<file path="src/sv/dgpe_pkg.sv">
// ============================================================================
// Delta gamma posting encoder package
// Shared payload types and constants for the posting encoder.
// ============================================================================
package dgpe_pkg;

    localparam int POST_ID_W    = 32;
    localparam int ID_WIDTH_DEF = 32;
    localparam int BIT_TOTAL_W  = 38;
    localparam int ID_TOTAL_W   = 32;
    localparam int PEND_W       = 7;
    localparam int PEND_CNT_W   = 3;
    localparam int NB_W         = 4;

    typedef struct packed {
        logic signed [POST_ID_W-1:0] post_id;
        logic                        list_end;
    } t_in_item;

    typedef struct packed {
        logic [7:0]             code_byte;
        logic                   byte_last;
        logic [BIT_TOTAL_W-1:0] bit_total;
        logic [ID_TOTAL_W-1:0]  id_total;
    } t_out_item;

    typedef struct packed {
        logic [NB_W-1:0]       nbytes;
        logic [PEND_CNT_W-1:0] pend_cnt;
        logic [PEND_W-1:0]     pend_bits;
    } t_coder_ctl;

endpackage

</file>
<file path="src/sv/delta_gamma_posting_encoder.sv">
// ============================================================================
// Delta gamma posting encoder
// Encodes the gaps of a posting list as Elias gamma codes packed into bytes.
// ============================================================================
//
//  Channel  | Valid        | Stall        | Payload
//  ---------+--------------+--------------+------------------------------
//  Input    | i_in_valid   | o_in_stall   | i_in_data  (post_id, list_end)
//  Output   | o_out_valid  | i_out_stall  | o_out_data (code byte, totals)
//
//  A request held in the input register is coded into a byte buffer. Each id yields
//  zero to nine bytes, and the output drains one byte per cycle while not stalled.
//  The next request is coded in the cycle its predecessor's last byte leaves.
//  Reset clears the list state and empties both registers.
//  A stalled output holds its byte; the input stalls only while its register is full.
module delta_gamma_posting_encoder #(
    parameter int ID_WIDTH = dgpe_pkg::ID_WIDTH_DEF
) (
    input  logic                 i_clk,
    input  logic                 i_rst_n,
    input  logic                 i_in_valid,
    output logic                 o_in_stall,
    input  dgpe_pkg::t_in_item   i_in_data,
    output logic                 o_out_valid,
    input  logic                 i_out_stall,
    output dgpe_pkg::t_out_item  o_out_data
);
    import dgpe_pkg::*;

    localparam int BW     = ((2*ID_WIDTH+13)/8)*8;
    localparam int NB_MAX = BW/8;

    logic                   r_in_valid;
    t_in_item               r_in;
    logic [ID_WIDTH-1:0]    r_prev;
    logic [PEND_W-1:0]      r_pend_bits;
    logic [PEND_CNT_W-1:0]  r_pend_cnt;
    logic [BIT_TOTAL_W-1:0] r_bit_cnt;
    logic [ID_TOTAL_W-1:0]  r_id_cnt;
    logic [BW-1:0]          r_buf;
    logic [NB_W-1:0]        r_nbytes;
    logic                   r_last;
    logic [BIT_TOTAL_W-1:0] r_bit_total;
    logic [ID_TOTAL_W-1:0]  r_id_total;

    logic [BW-1:0]          n_buf;
    t_coder_ctl             n_ctl;
    logic [ID_WIDTH-1:0]    n_prev;
    logic [BIT_TOTAL_W-1:0] n_bit_cnt;
    logic [ID_TOTAL_W-1:0]  n_id_cnt;
    logic [BIT_TOTAL_W-1:0] n_bit_total;
    logic [ID_TOTAL_W-1:0]  n_id_total;

    logic out_take;
    logic in_take;
    logic load;
    logic byte_last;

    dgpe_gap_coder #(
        .ID_WIDTH (ID_WIDTH)
    ) u_coder (
        .i_id        (r_in.post_id[ID_WIDTH-1:0]),
        .i_last      (r_in.list_end),
        .i_prev      (r_prev),
        .i_pend_bits (r_pend_bits),
        .i_pend_cnt  (r_pend_cnt),
        .i_bit_cnt   (r_bit_cnt),
        .i_id_cnt    (r_id_cnt),
        .o_buf       (n_buf),
        .o_ctl       (n_ctl),
        .o_prev      (n_prev),
        .o_bit_cnt   (n_bit_cnt),
        .o_id_cnt    (n_id_cnt),
        .o_bit_total (n_bit_total),
        .o_id_total  (n_id_total)
    );

    assign o_out_valid = (r_nbytes != '0);
    assign out_take    = o_out_valid && !i_out_stall;
    assign load        = r_in_valid &&
                         ((r_nbytes == '0) || ((r_nbytes == NB_W'(1)) && out_take));
    assign o_in_stall  = r_in_valid && !load;
    assign in_take     = i_in_valid && !o_in_stall;

    assign byte_last            = r_last && (r_nbytes == NB_W'(1));
    assign o_out_data.code_byte = r_buf[BW-1 -: 8];
    assign o_out_data.byte_last = byte_last;
    assign o_out_data.bit_total = byte_last ? r_bit_total : '0;
    assign o_out_data.id_total  = byte_last ? r_id_total : '0;

    always_ff @(posedge i_clk) begin
        if (!i_rst_n) begin
            r_in_valid  <= 1'b0;
            r_nbytes    <= '0;
            r_prev      <= '0;
            r_pend_bits <= '0;
            r_pend_cnt  <= '0;
            r_bit_cnt   <= '0;
            r_id_cnt    <= '0;
        end else begin
            if (in_take) begin
                r_in_valid <= 1'b1;
            end else if (load) begin
                r_in_valid <= 1'b0;
            end
            if (load) begin
                r_nbytes    <= n_ctl.nbytes;
                r_prev      <= n_prev;
                r_pend_bits <= n_ctl.pend_bits;
                r_pend_cnt  <= n_ctl.pend_cnt;
                r_bit_cnt   <= n_bit_cnt;
                r_id_cnt    <= n_id_cnt;
            end else if (out_take) begin
                r_nbytes <= r_nbytes - NB_W'(1);
            end
        end
    end

    always_ff @(posedge i_clk) begin
        if (in_take) begin
            r_in <= i_in_data;
        end
        if (load) begin
            r_buf       <= n_buf;
            r_last      <= r_in.list_end;
            r_bit_total <= n_bit_total;
            r_id_total  <= n_id_total;
        end else if (out_take) begin
            r_buf <= r_buf << 8;
        end
    end

    // The byte buffer never holds more bytes than one id can produce.
    a_nbytes_bound: assert property (@(posedge i_clk) disable iff (!i_rst_n)
        r_nbytes <= NB_W'(NB_MAX))
        else $error("byte count exceeds buffer depth");

    // The end of a list returns the list state to its reset values.
    a_list_end_clears: assert property (@(posedge i_clk) disable iff (!i_rst_n)
        (load && r_in.list_end) |=>
            (r_pend_cnt == '0 && r_prev == '0 && r_bit_cnt == '0 && r_id_cnt == '0))
        else $error("list state not cleared after list end");

    // Every list ends with at least one byte carrying the totals.
    a_list_end_bytes: assert property (@(posedge i_clk) disable iff (!i_rst_n)
        (load && r_in.list_end) |=> (r_nbytes != '0 && r_last))
        else $error("list end produced no final byte");

    // A new request is coded only once the previous bytes are gone.
    a_load_drained: assert property (@(posedge i_clk) disable iff (!i_rst_n)
        (load && r_nbytes != '0) |-> (r_nbytes == NB_W'(1) && out_take))
        else $error("buffer overwritten before draining");

endmodule

</file>
<file path="src/sv/dgpe_gap_coder.sv">
// ============================================================================
// Delta gamma gap coder
// Forms the gap, its gamma code and the byte-aligned bit buffer for one id.
// ============================================================================
module dgpe_gap_coder #(
    parameter int ID_WIDTH = dgpe_pkg::ID_WIDTH_DEF
) (
    input  logic [ID_WIDTH-1:0]                 i_id,
    input  logic                                i_last,
    input  logic [ID_WIDTH-1:0]                 i_prev,
    input  logic [dgpe_pkg::PEND_W-1:0]         i_pend_bits,
    input  logic [dgpe_pkg::PEND_CNT_W-1:0]     i_pend_cnt,
    input  logic [dgpe_pkg::BIT_TOTAL_W-1:0]    i_bit_cnt,
    input  logic [dgpe_pkg::ID_TOTAL_W-1:0]     i_id_cnt,
    output logic [((2*ID_WIDTH+13)/8)*8-1:0]    o_buf,
    output dgpe_pkg::t_coder_ctl                o_ctl,
    output logic [ID_WIDTH-1:0]                 o_prev,
    output logic [dgpe_pkg::BIT_TOTAL_W-1:0]    o_bit_cnt,
    output logic [dgpe_pkg::ID_TOTAL_W-1:0]     o_id_cnt,
    output logic [dgpe_pkg::BIT_TOTAL_W-1:0]    o_bit_total,
    output logic [dgpe_pkg::ID_TOTAL_W-1:0]     o_id_total
);
    import dgpe_pkg::*;

    localparam int BW = ((2*ID_WIDTH+13)/8)*8;
    localparam int TW = $clog2(BW+1);
    localparam logic [BIT_TOTAL_W:0] BIT_MAX = {1'b0, {BIT_TOTAL_W{1'b1}}};

    logic [ID_WIDTH-1:0]    gap_raw;
    logic [ID_WIDTH-1:0]    gap;
    logic [TW-1:0]          nbits;
    logic [TW-1:0]          code_len;
    logic [TW-1:0]          total;
    logic [BW-1:0]          comb;
    logic [TW-3-1:0]        full;
    logic                   padded;
    logic [BIT_TOTAL_W:0]   bit_sum;
    logic [BIT_TOTAL_W-1:0] bit_next;
    logic [ID_TOTAL_W-1:0]  id_next;
    logic [PEND_W-1:0]      pend_keep;

    assign gap_raw = i_id - i_prev;
    assign gap     = (gap_raw == '0 || gap_raw[ID_WIDTH-1]) ? ID_WIDTH'(1) : gap_raw;

    always_comb begin
        nbits = '0;
        for (int i = 0; i < ID_WIDTH; i++) begin
            if (gap[i]) begin
                nbits = TW'(i + 1);
            end
        end
    end

    assign code_len = (nbits << 1) - TW'(1);
    assign total    = TW'(i_pend_cnt) + code_len;
    assign comb     = (BW'(i_pend_bits) << code_len) | BW'(gap);
    assign o_buf    = comb << (TW'(BW) - total);

    assign full      = total[TW-1:3];
    assign padded    = i_last && (total[2:0] != 3'd0);
    assign pend_keep = comb[PEND_W-1:0] & ~({PEND_W{1'b1}} << total[2:0]);

    assign bit_sum  = {1'b0, i_bit_cnt} + (BIT_TOTAL_W+1)'(code_len);
    assign bit_next = (bit_sum >= BIT_MAX) ? BIT_MAX[BIT_TOTAL_W-1:0]
                                           : bit_sum[BIT_TOTAL_W-1:0];
    assign id_next  = i_id_cnt + ID_TOTAL_W'(1);

    assign o_ctl.nbytes    = NB_W'(full) + NB_W'(padded);
    assign o_ctl.pend_cnt  = i_last ? '0 : total[2:0];
    assign o_ctl.pend_bits = i_last ? '0 : pend_keep;
    assign o_prev          = i_last ? '0 : i_id;
    assign o_bit_cnt       = i_last ? '0 : bit_next;
    assign o_id_cnt        = i_last ? '0 : id_next;
    assign o_bit_total     = bit_next;
    assign o_id_total      = id_next;

endmodule

</file>
<file path="config.mk">
export PLATFORM = sky130hd
export DESIGN_NAME = delta_gamma_posting_encoder
export DESIGN_NICKNAME = d
export VERILOG_FILES = /design/src/sv/dgpe_pkg.sv /design/src/sv/delta_gamma_posting_encoder.sv /design/src/sv/dgpe_gap_coder.sv
export SDC_FILE = /design/constraint.sdc
export NUM_CORES = 1
export LEC_CHECK = 0
export BUFFER_PORTS_ARGS = -buffer_cell sky130_fd_sc_hd__buf_2
export CORE_AREA = 2 2 216 218
export CTS_CLUSTER_SIZE = 28
export DETAILED_ROUTE_END_ITERATION = 16
export DIE_AREA = 0 0 218 220
export PLACE_DENSITY = 0.72
export SKIP_CTS_REPAIR_TIMING = 1
export SYNTH_ARGS = -nofsm -noshare
export SYNTH_HDL_FRONTEND = slang
export SYNTH_HIERARCHICAL = 1
export SYNTH_SLANG_ARGS = --single-unit
</file>
<file path="constraint.sdc">
create_clock -name i_clk -period 30 [get_ports i_clk]
set_clock_uncertainty 0.2 [all_clocks]
set_input_delay 1.5 -clock i_clk [delete_from_list [all_inputs] [get_ports i_clk]]
set_output_delay 1.5 -clock i_clk [all_outputs]
set_load 0.1 [all_outputs]
</file>
# [Word level (Yosys, flattened, before mapping)]
# Index checks and enable logic that the tools add are counted.
# Widths: inputs -> output; s select.
[op_classes] reduce_logical=18 shifts=3 n_addsub=8 n_lt_le_gt_ge=1 bitwise_logic=3 muxes=47 eq_ne=1
[ops] op="$mux 6" count=30
[ops] op="$mux 72" count=2
[ops] op="$mux 32" count=4
[ops] op="$mux 38" count=3
[ops] op="$or 72x32->72" count=1
[ops] op="$shl 7x7->72" count=1
[ops] op="$shl 72x7->72" count=1
[ops] op="$add 38x7->39" count=1
[ops] op="$ge 39x38->1 const B" count=1
[ops] op="$add 32x1->32 const B" count=1
[ops] op="$logic_not 32->1" count=1
[ops] op="$sub 32x32->32" count=1
[ops] op="$mux 4" count=2
[ops] op="$add 3x7->7" count=1
[ops] op="$and 7x7->7" count=1
[ops] op="$logic_and 1x1->1" count=7
[ops] op="$mux 7" count=1
[ops] op="$not 7->7" count=1
[ops] op="$shl 7x3->7 const A" count=1
[ops] op="$sub 7x1->7 const B" count=1
[ops] op="$sub 7x7->7 const A" count=1
[ops] op="$add 4x1->4" count=1
[ops] op="$eq 4x1->1 const B" count=1
[ops] op="$logic_not 4->1" count=1
[ops] op="9 further kinds" count=15
[word_totals] reg_bits=293 inputBits=37 word_cells=94 out_inout_bits=81

# [Longest topological paths before layout]
# Gate-level depths: netlist of the first run.
[depth] depth_word=42 ltp_mapped=44 mapped_depth_nobuf=38

# [By module]
# The synthesis of the first run kept the hierarchy.
[by_module_without_submodules] module="dgpe_gap_coder" cells_per_inst=2045 seq_area_each_um2=0.0 area_per_inst_um2=13733.2 n_inst=1
[by_module_without_submodules] module="delta_gamma_posting_encoder" cells_per_inst=1001 seq_area_each_um2=7627.3 area_per_inst_um2=11124.4 n_inst=1

# [Least setup slack after synthesis of the first run]
# Ideal clock, no wire load.
[synth_path] path_kind="flip-flop to flip-flop" start="register r_in[1] (netlist bit)" end="register r_bit_cnt[37]" period_less_slack_ns=9.544 stages_incl_launch_ff=44 slack_ns=20.456 required_ns=29.724 arrival_ns=9.269 setup_time_ns=0.076 path_buffers=10 cell_sequence="edfxtp_1 > inv_1 > ha_1 > fa_1 > nand2b_1 > a21oi_2 > o21ai_1 > a31o_1 > a311oi_1 > o21ai_0 > a211o_1 > buf_4 > or3_4 > a21o_1 > buf_8 > buf_8 > buf_2 > ha_1 > [... 8 more ...] > ha_1 > inv_1 > o21bai_1 > a21oi_1 > nor3b_1 > nand2_1 > nor2_1 > and4_1 > and4_1 > nand3_1 > xor2_1 > or4_1 > o31a_1 > clkbuf_1 > clkbuf_1 > a21oi_1 > nand2_1 > a21boi_0"
[synth_via] elab_chain_cells=41
[synth_lines] item="start, declared" line="delta_gamma_posting_encoder.sv:34" source="t_in_item r_in;"
[synth_lines] item="start signal, assigned" line="delta_gamma_posting_encoder.sv:121" source="r_in <= i_in_data;"
[synth_lines] item="$sub 32x32->32 (*)" line="dgpe_gap_coder.sv:42" source="assign gap_raw = i_id - i_prev;"
[synth_lines] item="$logic_not 32->1" line="dgpe_gap_coder.sv:43" source="assign gap = (gap_raw == '0 || gap_raw[ID_WIDTH-1]) ? ID_WIDTH'(1) : gap_raw;"
[synth_lines] item="$logic_or 1x1->1" line="dgpe_gap_coder.sv:43"
[synth_lines] item="$mux 32 (*)" line="dgpe_gap_coder.sv:43"
[synth_lines] item="$mux 1" line="dgpe_gap_coder.sv:48" source="if (gap[i]) begin"
[synth_lines] item="$mux 2" line="dgpe_gap_coder.sv:48"
[synth_lines] item="$mux 6 (29 in a row)" line="dgpe_gap_coder.sv:48"
[synth_lines] item="$mux 6 (*)" line="dgpe_gap_coder.sv:48"
[synth_lines] item="$sub 7x1->7 (*)" line="dgpe_gap_coder.sv:54" source="assign code_len = (nbits << 1) - TW'(1);"
[synth_lines] item="$add 38x7->39 (*)" line="dgpe_gap_coder.sv:63" source="assign bit_sum = {1'b0, i_bit_cnt} + (BIT_TOTAL_W+1)'(code_len);"
[synth_lines] item="$ge 39x38->1" line="dgpe_gap_coder.sv:64" source="assign bit_next = (bit_sum >= BIT_MAX) ? BIT_MAX[BIT_TOTAL_W-1:0]"
[synth_lines] item="$mux 38 (*)" line="dgpe_gap_coder.sv:64"
[synth_lines] item="$mux 38 (*)" line="dgpe_gap_coder.sv:72" source="assign o_bit_cnt = i_last ? '0 : bit_next;"
[synth_lines] item="net n_bit_cnt[37]" line="delta_gamma_posting_encoder.sv:49" source="logic [BIT_TOTAL_W-1:0] n_bit_cnt;"
[synth_lines] item="end signal, assigned" line="delta_gamma_posting_encoder.sv:111" source="r_bit_cnt <= n_bit_cnt;"
[synth_lines] item="end, declared" line="delta_gamma_posting_encoder.sv:38" source="logic [BIT_TOTAL_W-1:0] r_bit_cnt;"
# Mark *: on every way through the listed nets, which the timed path passes. The rest lies on a longest branch.
# A chain may end at the register's enable or synchronous reset.

# [Worst setup path in the final report of the first run]
[layout_path] start="register r_in[1] (netlist bit)" end="register r_bit_cnt[16]"
[layout_via] elab_chain_cells=41
[layout_lines] item="$sub 32x32->32 (*)" line="dgpe_gap_coder.sv:42"
[layout_lines] item="$logic_not 32->1" line="dgpe_gap_coder.sv:43"
[layout_lines] item="$logic_or 1x1->1" line="dgpe_gap_coder.sv:43"
[layout_lines] item="$mux 32 (*)" line="dgpe_gap_coder.sv:43"
[layout_lines] item="$mux 1" line="dgpe_gap_coder.sv:48"
[layout_lines] item="$mux 2" line="dgpe_gap_coder.sv:48"
[layout_lines] item="$mux 6 (29 in a row)" line="dgpe_gap_coder.sv:48"
[layout_lines] item="$mux 6 (*)" line="dgpe_gap_coder.sv:48"
[layout_lines] item="$sub 7x1->7 (*)" line="dgpe_gap_coder.sv:54"
[layout_lines] item="$add 38x7->39 (*)" line="dgpe_gap_coder.sv:63"
[layout_lines] item="$ge 39x38->1" line="dgpe_gap_coder.sv:64"
[layout_lines] item="$mux 38 (*)" line="dgpe_gap_coder.sv:64"
[layout_lines] item="net n_bit_total[16]" line="delta_gamma_posting_encoder.sv:51" source="logic [BIT_TOTAL_W-1:0] n_bit_total;"
[layout_lines] item="$mux 38 (*)" line="dgpe_gap_coder.sv:72"
[layout_lines] item="net n_bit_cnt[16]" line="delta_gamma_posting_encoder.sv:49"
# Marked as above.

==> results of run 1 <==
synth_stat cells, drive strengths merged (74+ instances only):
master	instances
a21boi	131
a21oi	174
and2	108
buf	124
clkbuf	88
dfxtp	117
edfxtp	176
inv	75
nand2	640
nand3	74
nor2	186
nor2b	88
o21ai	118
worst max-delay path, delay by kind of cell (launching register included):
kind	cells	cell delay (ns)
buffers and inverters	6	1.36
adder cells (fa/ha/maj)	4	1.35
flip-flops	1	0.32
XOR/XNOR	1	0.18
AND/OR/NAND/NOR	14	4.03
AO/OA/AOI/OAI	12	3.29
kinds of logic after synthesis:
| kind of cell | Yosys count |
|---|---|
| buffers and inverters | 289 |
| xor gates and xnor gates | 86 |
| AOI/OAI and AO/OA | 890 |
| and+or+nand+nor | 1352 |
| adders and majority gates | 53 |
| other | 1 |
| DFF | 293 |
| muxes | 82 |
final cells by class:
class / count / area (um2) / area share (%)
clock buffer: 48 / 975.9 / 3.691
clock inverter: 14 / 140.1 / 0.5300
inverter: 76 / 307.8 / 1.164
multi-input combinational: 2464 / 15740 / 59.54
sequential: 293 / 7629 / 28.85
tap: 607 / 759.5 / 2.873
timing repair buffer: 157 / 885.9 / 3.351
through the flow:
stage                     setup WS [ns]  hold WS (ns)  std cells  cell area, um2  util, %
final                             19.15        0.2568       3659           26440    57.64
after global routing              18.42        0.2881       3659           26440    57.64
after CTS                         19.31        0.2584       3659           26440    57.64
after detailed placement          19.35        0.2491       3597           25320    55.21
after global placement            19.76        0.2416       3597           25320    55.21
after floorplan                   20.46        0.2351       3046           24860        -
state kept, by name, summed over array words and instances (netlist names), 4 cells and up:
| name | flops |
|---|---|
| r_id_cnt | 32 |
| r_bit_cnt | 38 |
| r_bit_total | 38 |
| r_buf | 72 |
| r_in | 33 |
| r_prev | 32 |
| r_pend_bits | 7 |
| r_id_total | 32 |
| r_nbytes | 4 |
routing by layer:
metal	GRT usage, %	up-vias	routed length (um)
met5	0	-	27
met4	14.47	4	3772
met3	7.867	242	9450
met2	53.29	1440	37940
met1	51.73	11763	38770
li1	-	11100	-
worst max path at each step:
stage	slack [ns]	endpoint
finish	19.15	r_bit_cnt[16]$_SDFFE_PN0P_
global route	18.42	r_bit_cnt[16]$_SDFFE_PN0P_
CTS	19.31	r_bit_cnt[16]$_SDFFE_PN0P_
detailed placement	19.35	r_bit_cnt[16]$_SDFFE_PN0P_
global placement	19.76	r_bit_cnt[4]$_SDFFE_PN0P_
floorplan	20.46	r_bit_cnt[37]$_SDFFE_PN0P_
==> metrics, run 1 <==
R2R depth=37; core area=0.04586 mm2; largest net degree at the start of global routing=108; Synth async-reset ratio=0%; Yosys reg bits=293; CP max stage delay=0.54 ns; CP Capture Type=flop; post-synthesis compound-gate area fraction=26.21%; setup slack, reg-to-reg=19.15 ns; clk_lat worst skew=0.56 ns; root buffer cell=clkbuf_16; post-synthesis xor/xnor area fraction=3.060%; layout cells sized above 1=12.48%; Via density=6.709; # IOs=118; Synth top area share=21.26%; most frequent cells in the layout=638 x nand2_1, 177 x nor2_1, 176 x edfxtp_1; Max FO, Critical Path=39; # H-tree levels=2; Req. time, crit path=30.27 ns; FILL cells=4246; drt drc=0; vias in the first global route=22057; ys flop type=edfxtp_1; Post-Synth Adder-Cell Area=2.758%; cts bufs inserted=34; row cnt=79; final net count=3116; Tot GR Track Use=36.31%; max-cap violation count=0; Post-Syn Area=0.02486 mm2; Initial Util=54.20%; die area=0.04796 mm2; Die H=220 um; final setup TNS=0 ns; n_diodes=0; syn nets=3136; capturing point of the worst reg2reg path=r_bit_cnt[16]$_SDFFE_PN0P_; final period utilization=36.16%; Yosys warnings=6; post-synthesis mux area share=5.094%; Yosys cell types=124; Hold Crit Class=flop to flop; Worst Setup SP=r_in[1]$_DFFE_PP_; wirelength, routed=89960 um; RSZ-0062 raised after global routing=false; Area growth syn-to-layout=6.357%; hold path start=r_prev[2]$_SDFFE_PN0P_; Routed Antenna Nets=0; TritonRoute pass-1 iters=8; Overflow after GRT=0; port buffer count=117; Post-Synth Simple-Gate Area=25.89%; Worst-path clk slew=0.06 ns; status=complete, no violations; Tightest Pin Transition=1.256 ns; routability congestion estimate=0.9968; EDFF count, synth=176; Avg Inst Size Synth=8.161 um2; CP Class=flop to flop; critical path startpoint category=flop; global-route wire length before repair=134400 um; Worst path slowest cell=or4_1; hold-critical path depth=2; Via Count=24549; DP HPWL=65080 um; reg2reg start=r_in[1]$_DFFE_PP_; Finish-stage setup viols=0; Final Hold Vio Count=0; initial antenna violation count=2; Data arrival, critical path=11.12 ns; largest family of logic cells by synthesized area=compound AO/OA/AOI/OAI gates; minimum clock period=10.85 ns; sequential share of the synthesized area=30.68%; gate count after technology mapping=3046; initial drt markers=3364; largest area contributor in the netlist=edfxtp_1; Max Buffers Root-to-Sink=3; top cells by area, synth=edfxtp_1 21%, nand2_1 9.6%, dfxtp_1 9.4%; TritonCTS sink count=293; Hold EP=r_prev[2]$_SDFFE_PN0P_; DR WL/cell=24.59 um; Slew Viols, Final=0; CTS tree=built; relative slew slack=14.12%; maximum clock rate=92.19 MHz; commonest non-fill, non-tap cell in the layout=nand2_1; Die Wd=218 um
Power of run 1 is left out: the tool's default activity adds up to more than one toggle a clock period on the data nets, which glitch-free logic cannot reach.
==> run 2: changes to the inputs <==
- ABC_AREA: unset -> 1
- CORE_AREA: 2 2 216 218 -> 2 2 209 211
- DIE_AREA: 0 0 218 220 -> 0 0 211 213
- clock period: 30 -> 10 ns (I/O delays scaled with it)
==> run 2 against run 1 <==
- critical path type unchanged
- non-clock buffer count increased by 47
- highest routed layer is now met4
- final area shrank 1.5%
- flip-flop and latch count stayed put
==> metrics, run 2 <==
status=complete, no violations; core area=0.04270 mm2; Synth async-reset ratio=0%; top cells by area, synth=edfxtp_1 23%, nand2_1 18%, nand3_1 13%; Data arrival, critical path=9.64 ns; Max FO, Critical Path=7; gate count after technology mapping=3771; Worst path slowest cell=or4_4; Final Util=60.99%; Overflow after GRT=0; row cnt=76; Worst-path clk slew=0.06 ns; Hold WS=0.05201 ns; CTS tree=built; Tightest Pin Transition=1.133 ns; Yosys warnings=6; final period utilization=93.66%; Yosys reg bits=293; Initial Util=54.61%; layout cells sized above 1=10.09%; most frequent cells in the layout=1083 x nand2_1, 595 x nand3_1, 549 x nor2_1; Max Buffers Root-to-Sink=3; die area=0.04494 mm2; TritonCTS sink count=293; root buffer cell=clkbuf_16; CP max stage delay=0.57 ns; commonest cells in the netlist=1103 x nand2_1, 606 x nand3_1, 569 x nor2_1, 445 x inv_1, 176 x edfxtp_1; drt drc=0; relative slew slack=24.47%; Via Count=24211; sequential share of the synthesized area=32.71%; critical path startpoint category=flop; TritonRoute pass-1 iters=7; n_diodes=0; top flop regs=r_buf: 72 flops, r_bit_cnt: 38 flops, r_bit_total: 38 flops; Die Wd=211 um; clk_lat worst skew=0.56 ns; CP Class=flop to flop; largest net degree at the start of global routing=162; most frequent cell after synthesis=nand2_1; Routed Antenna Nets=0; port buffer count=117; EDFF count, synth=176; routability congestion estimate=0.9913; max reg flops=72; Top reg by flops=r_buf; Hold Crit Class=primary input to flop; CP Capture Type=flop; syn nets=3861; sequential cell area=0.007629 mm2; maximum clock rate=106.8 MHz; # H-tree levels=2; largest area contributor in the netlist=edfxtp_1; Finish-stage setup viols=0; final net count=3900; initial drt markers=2469; commonest non-fill, non-tap cell in the layout=nand2_1; Area growth syn-to-layout=11.68%; Synth top area share=22.67%; # IOs=118; Tot GR Track Use=30.42%; cts bufs inserted=34; initial antenna violation count=0; Slew Viols, Final=0; Die H=213 um; Avg Inst Size Synth=6.183 um2; wirelength, routed=70180 um; FILL cells=4242; DP HPWL=48900 um; Yosys cell types=56; vias in the first global route=21440; ys flop type=edfxtp_1; Final Hold Vio Count=0; Via density=5.525; minimum clock period=9.366 ns; DR WL/cell=16.02 um; multi-input logic area=0.01347 mm2; max-cap violation count=0; Worst path most repeated cell=nand2_1; Post-Syn Area=0.02332 mm2; Req. time, crit path=10.28 ns; global-route wire length before repair=110700 um
-- run 2: changes by cell type after synthesis, moves of 102 or more --
cell	delta
a21oi_1	-114
and2_1	-102
inv_1	+374
nand2_1	+465
nand3_1	+534
nor2_1	+392
-- run 2: cell families after synthesis --
| family | Yosys count | synth area share [%] |
|---|---|---|
| simple gates | 2473 | 45.19 |
| buf+inv | 668 | 11.58 |
| flops | 293 | 32.71 |
| compound gates | 219 | 4.996 |
| xor+xnor | 62 | 2.474 |
| fa+ha+maj | 53 | 2.941 |
| mux | 2 | 0.08586 |
| other cells | 1 | 0.01608 |
-- run 2: cell type report --
cell class	count	share of cell area (%)
Inverter	466	6.770
Tap cell	546	2.623
Sequential cell	293	29.30
Clock buffer	49	3.834
Clock inverter	13	0.4613
Timing Repair Buffer	204	5.285
Multi-Input combinational cell	2810	51.71
Timing Repair inverter	1	0.01922
-- run 2: final timing paths --
kind / start / slack (ns) / end / cells past startpoint
worst max-delay path: r_in[9]$_DFFE_PP_ / 0.63 / r_bit_cnt[10]$_SDFFE_PN0P_ / 77
worst min-delay path: i_in_valid / 0.05 / r_in_valid$_SDFFE_PN0P_ / 3
worst max register to register: r_in[9]$_DFFE_PP_ / 0.63 / r_bit_cnt[10]$_SDFFE_PN0P_ / 77
worst min register to register: r_bit_cnt[23]$_SDFFE_PN0P_ / 0.28 / r_bit_cnt[23]$_SDFFE_PN0P_ / 2
-- run 2: routing by layer --
layer | GRT usage, % | wire [um] | up-vias
li1 | - | - | 12163
met1 | 42.98 | 31680 | 10956
met2 | 47.06 | 30920 | 951
met3 | 4.957 | 5329 | 141
met4 | 10.85 | 2253 | 0
met5 | 0 | 0 | -
-- run 2: critical path: cells and delay by family, from the launching register on --
family / cells / cell delay, ns
AND/OR/NAND/NOR: 59 / 5.96
adder cells (fa/ha/maj): 3 / 0.95
flip-flops: 1 / 0.41
buffers and inverters: 8 / 0.82
AO/OA/AOI/OAI: 7 / 0.91
-- run 2: per-stage QoR --
stage	std cells	setup TNS, ns	cell area (um2)	setup WS, ns
6_report	4382	0	26040	0.6336
5_1_grt	4382	-3.986	26040	-0.1677
4_1_cts	4332	-0.6803	25110	-0.07258
3_5_place_dp	4270	0	23990	0.03524
3_3_place_gp	4270	0	23990	0.1837
2_1_floorplan	3771	0	23320	0.7266
Power of run 2 is left out for the same reason.
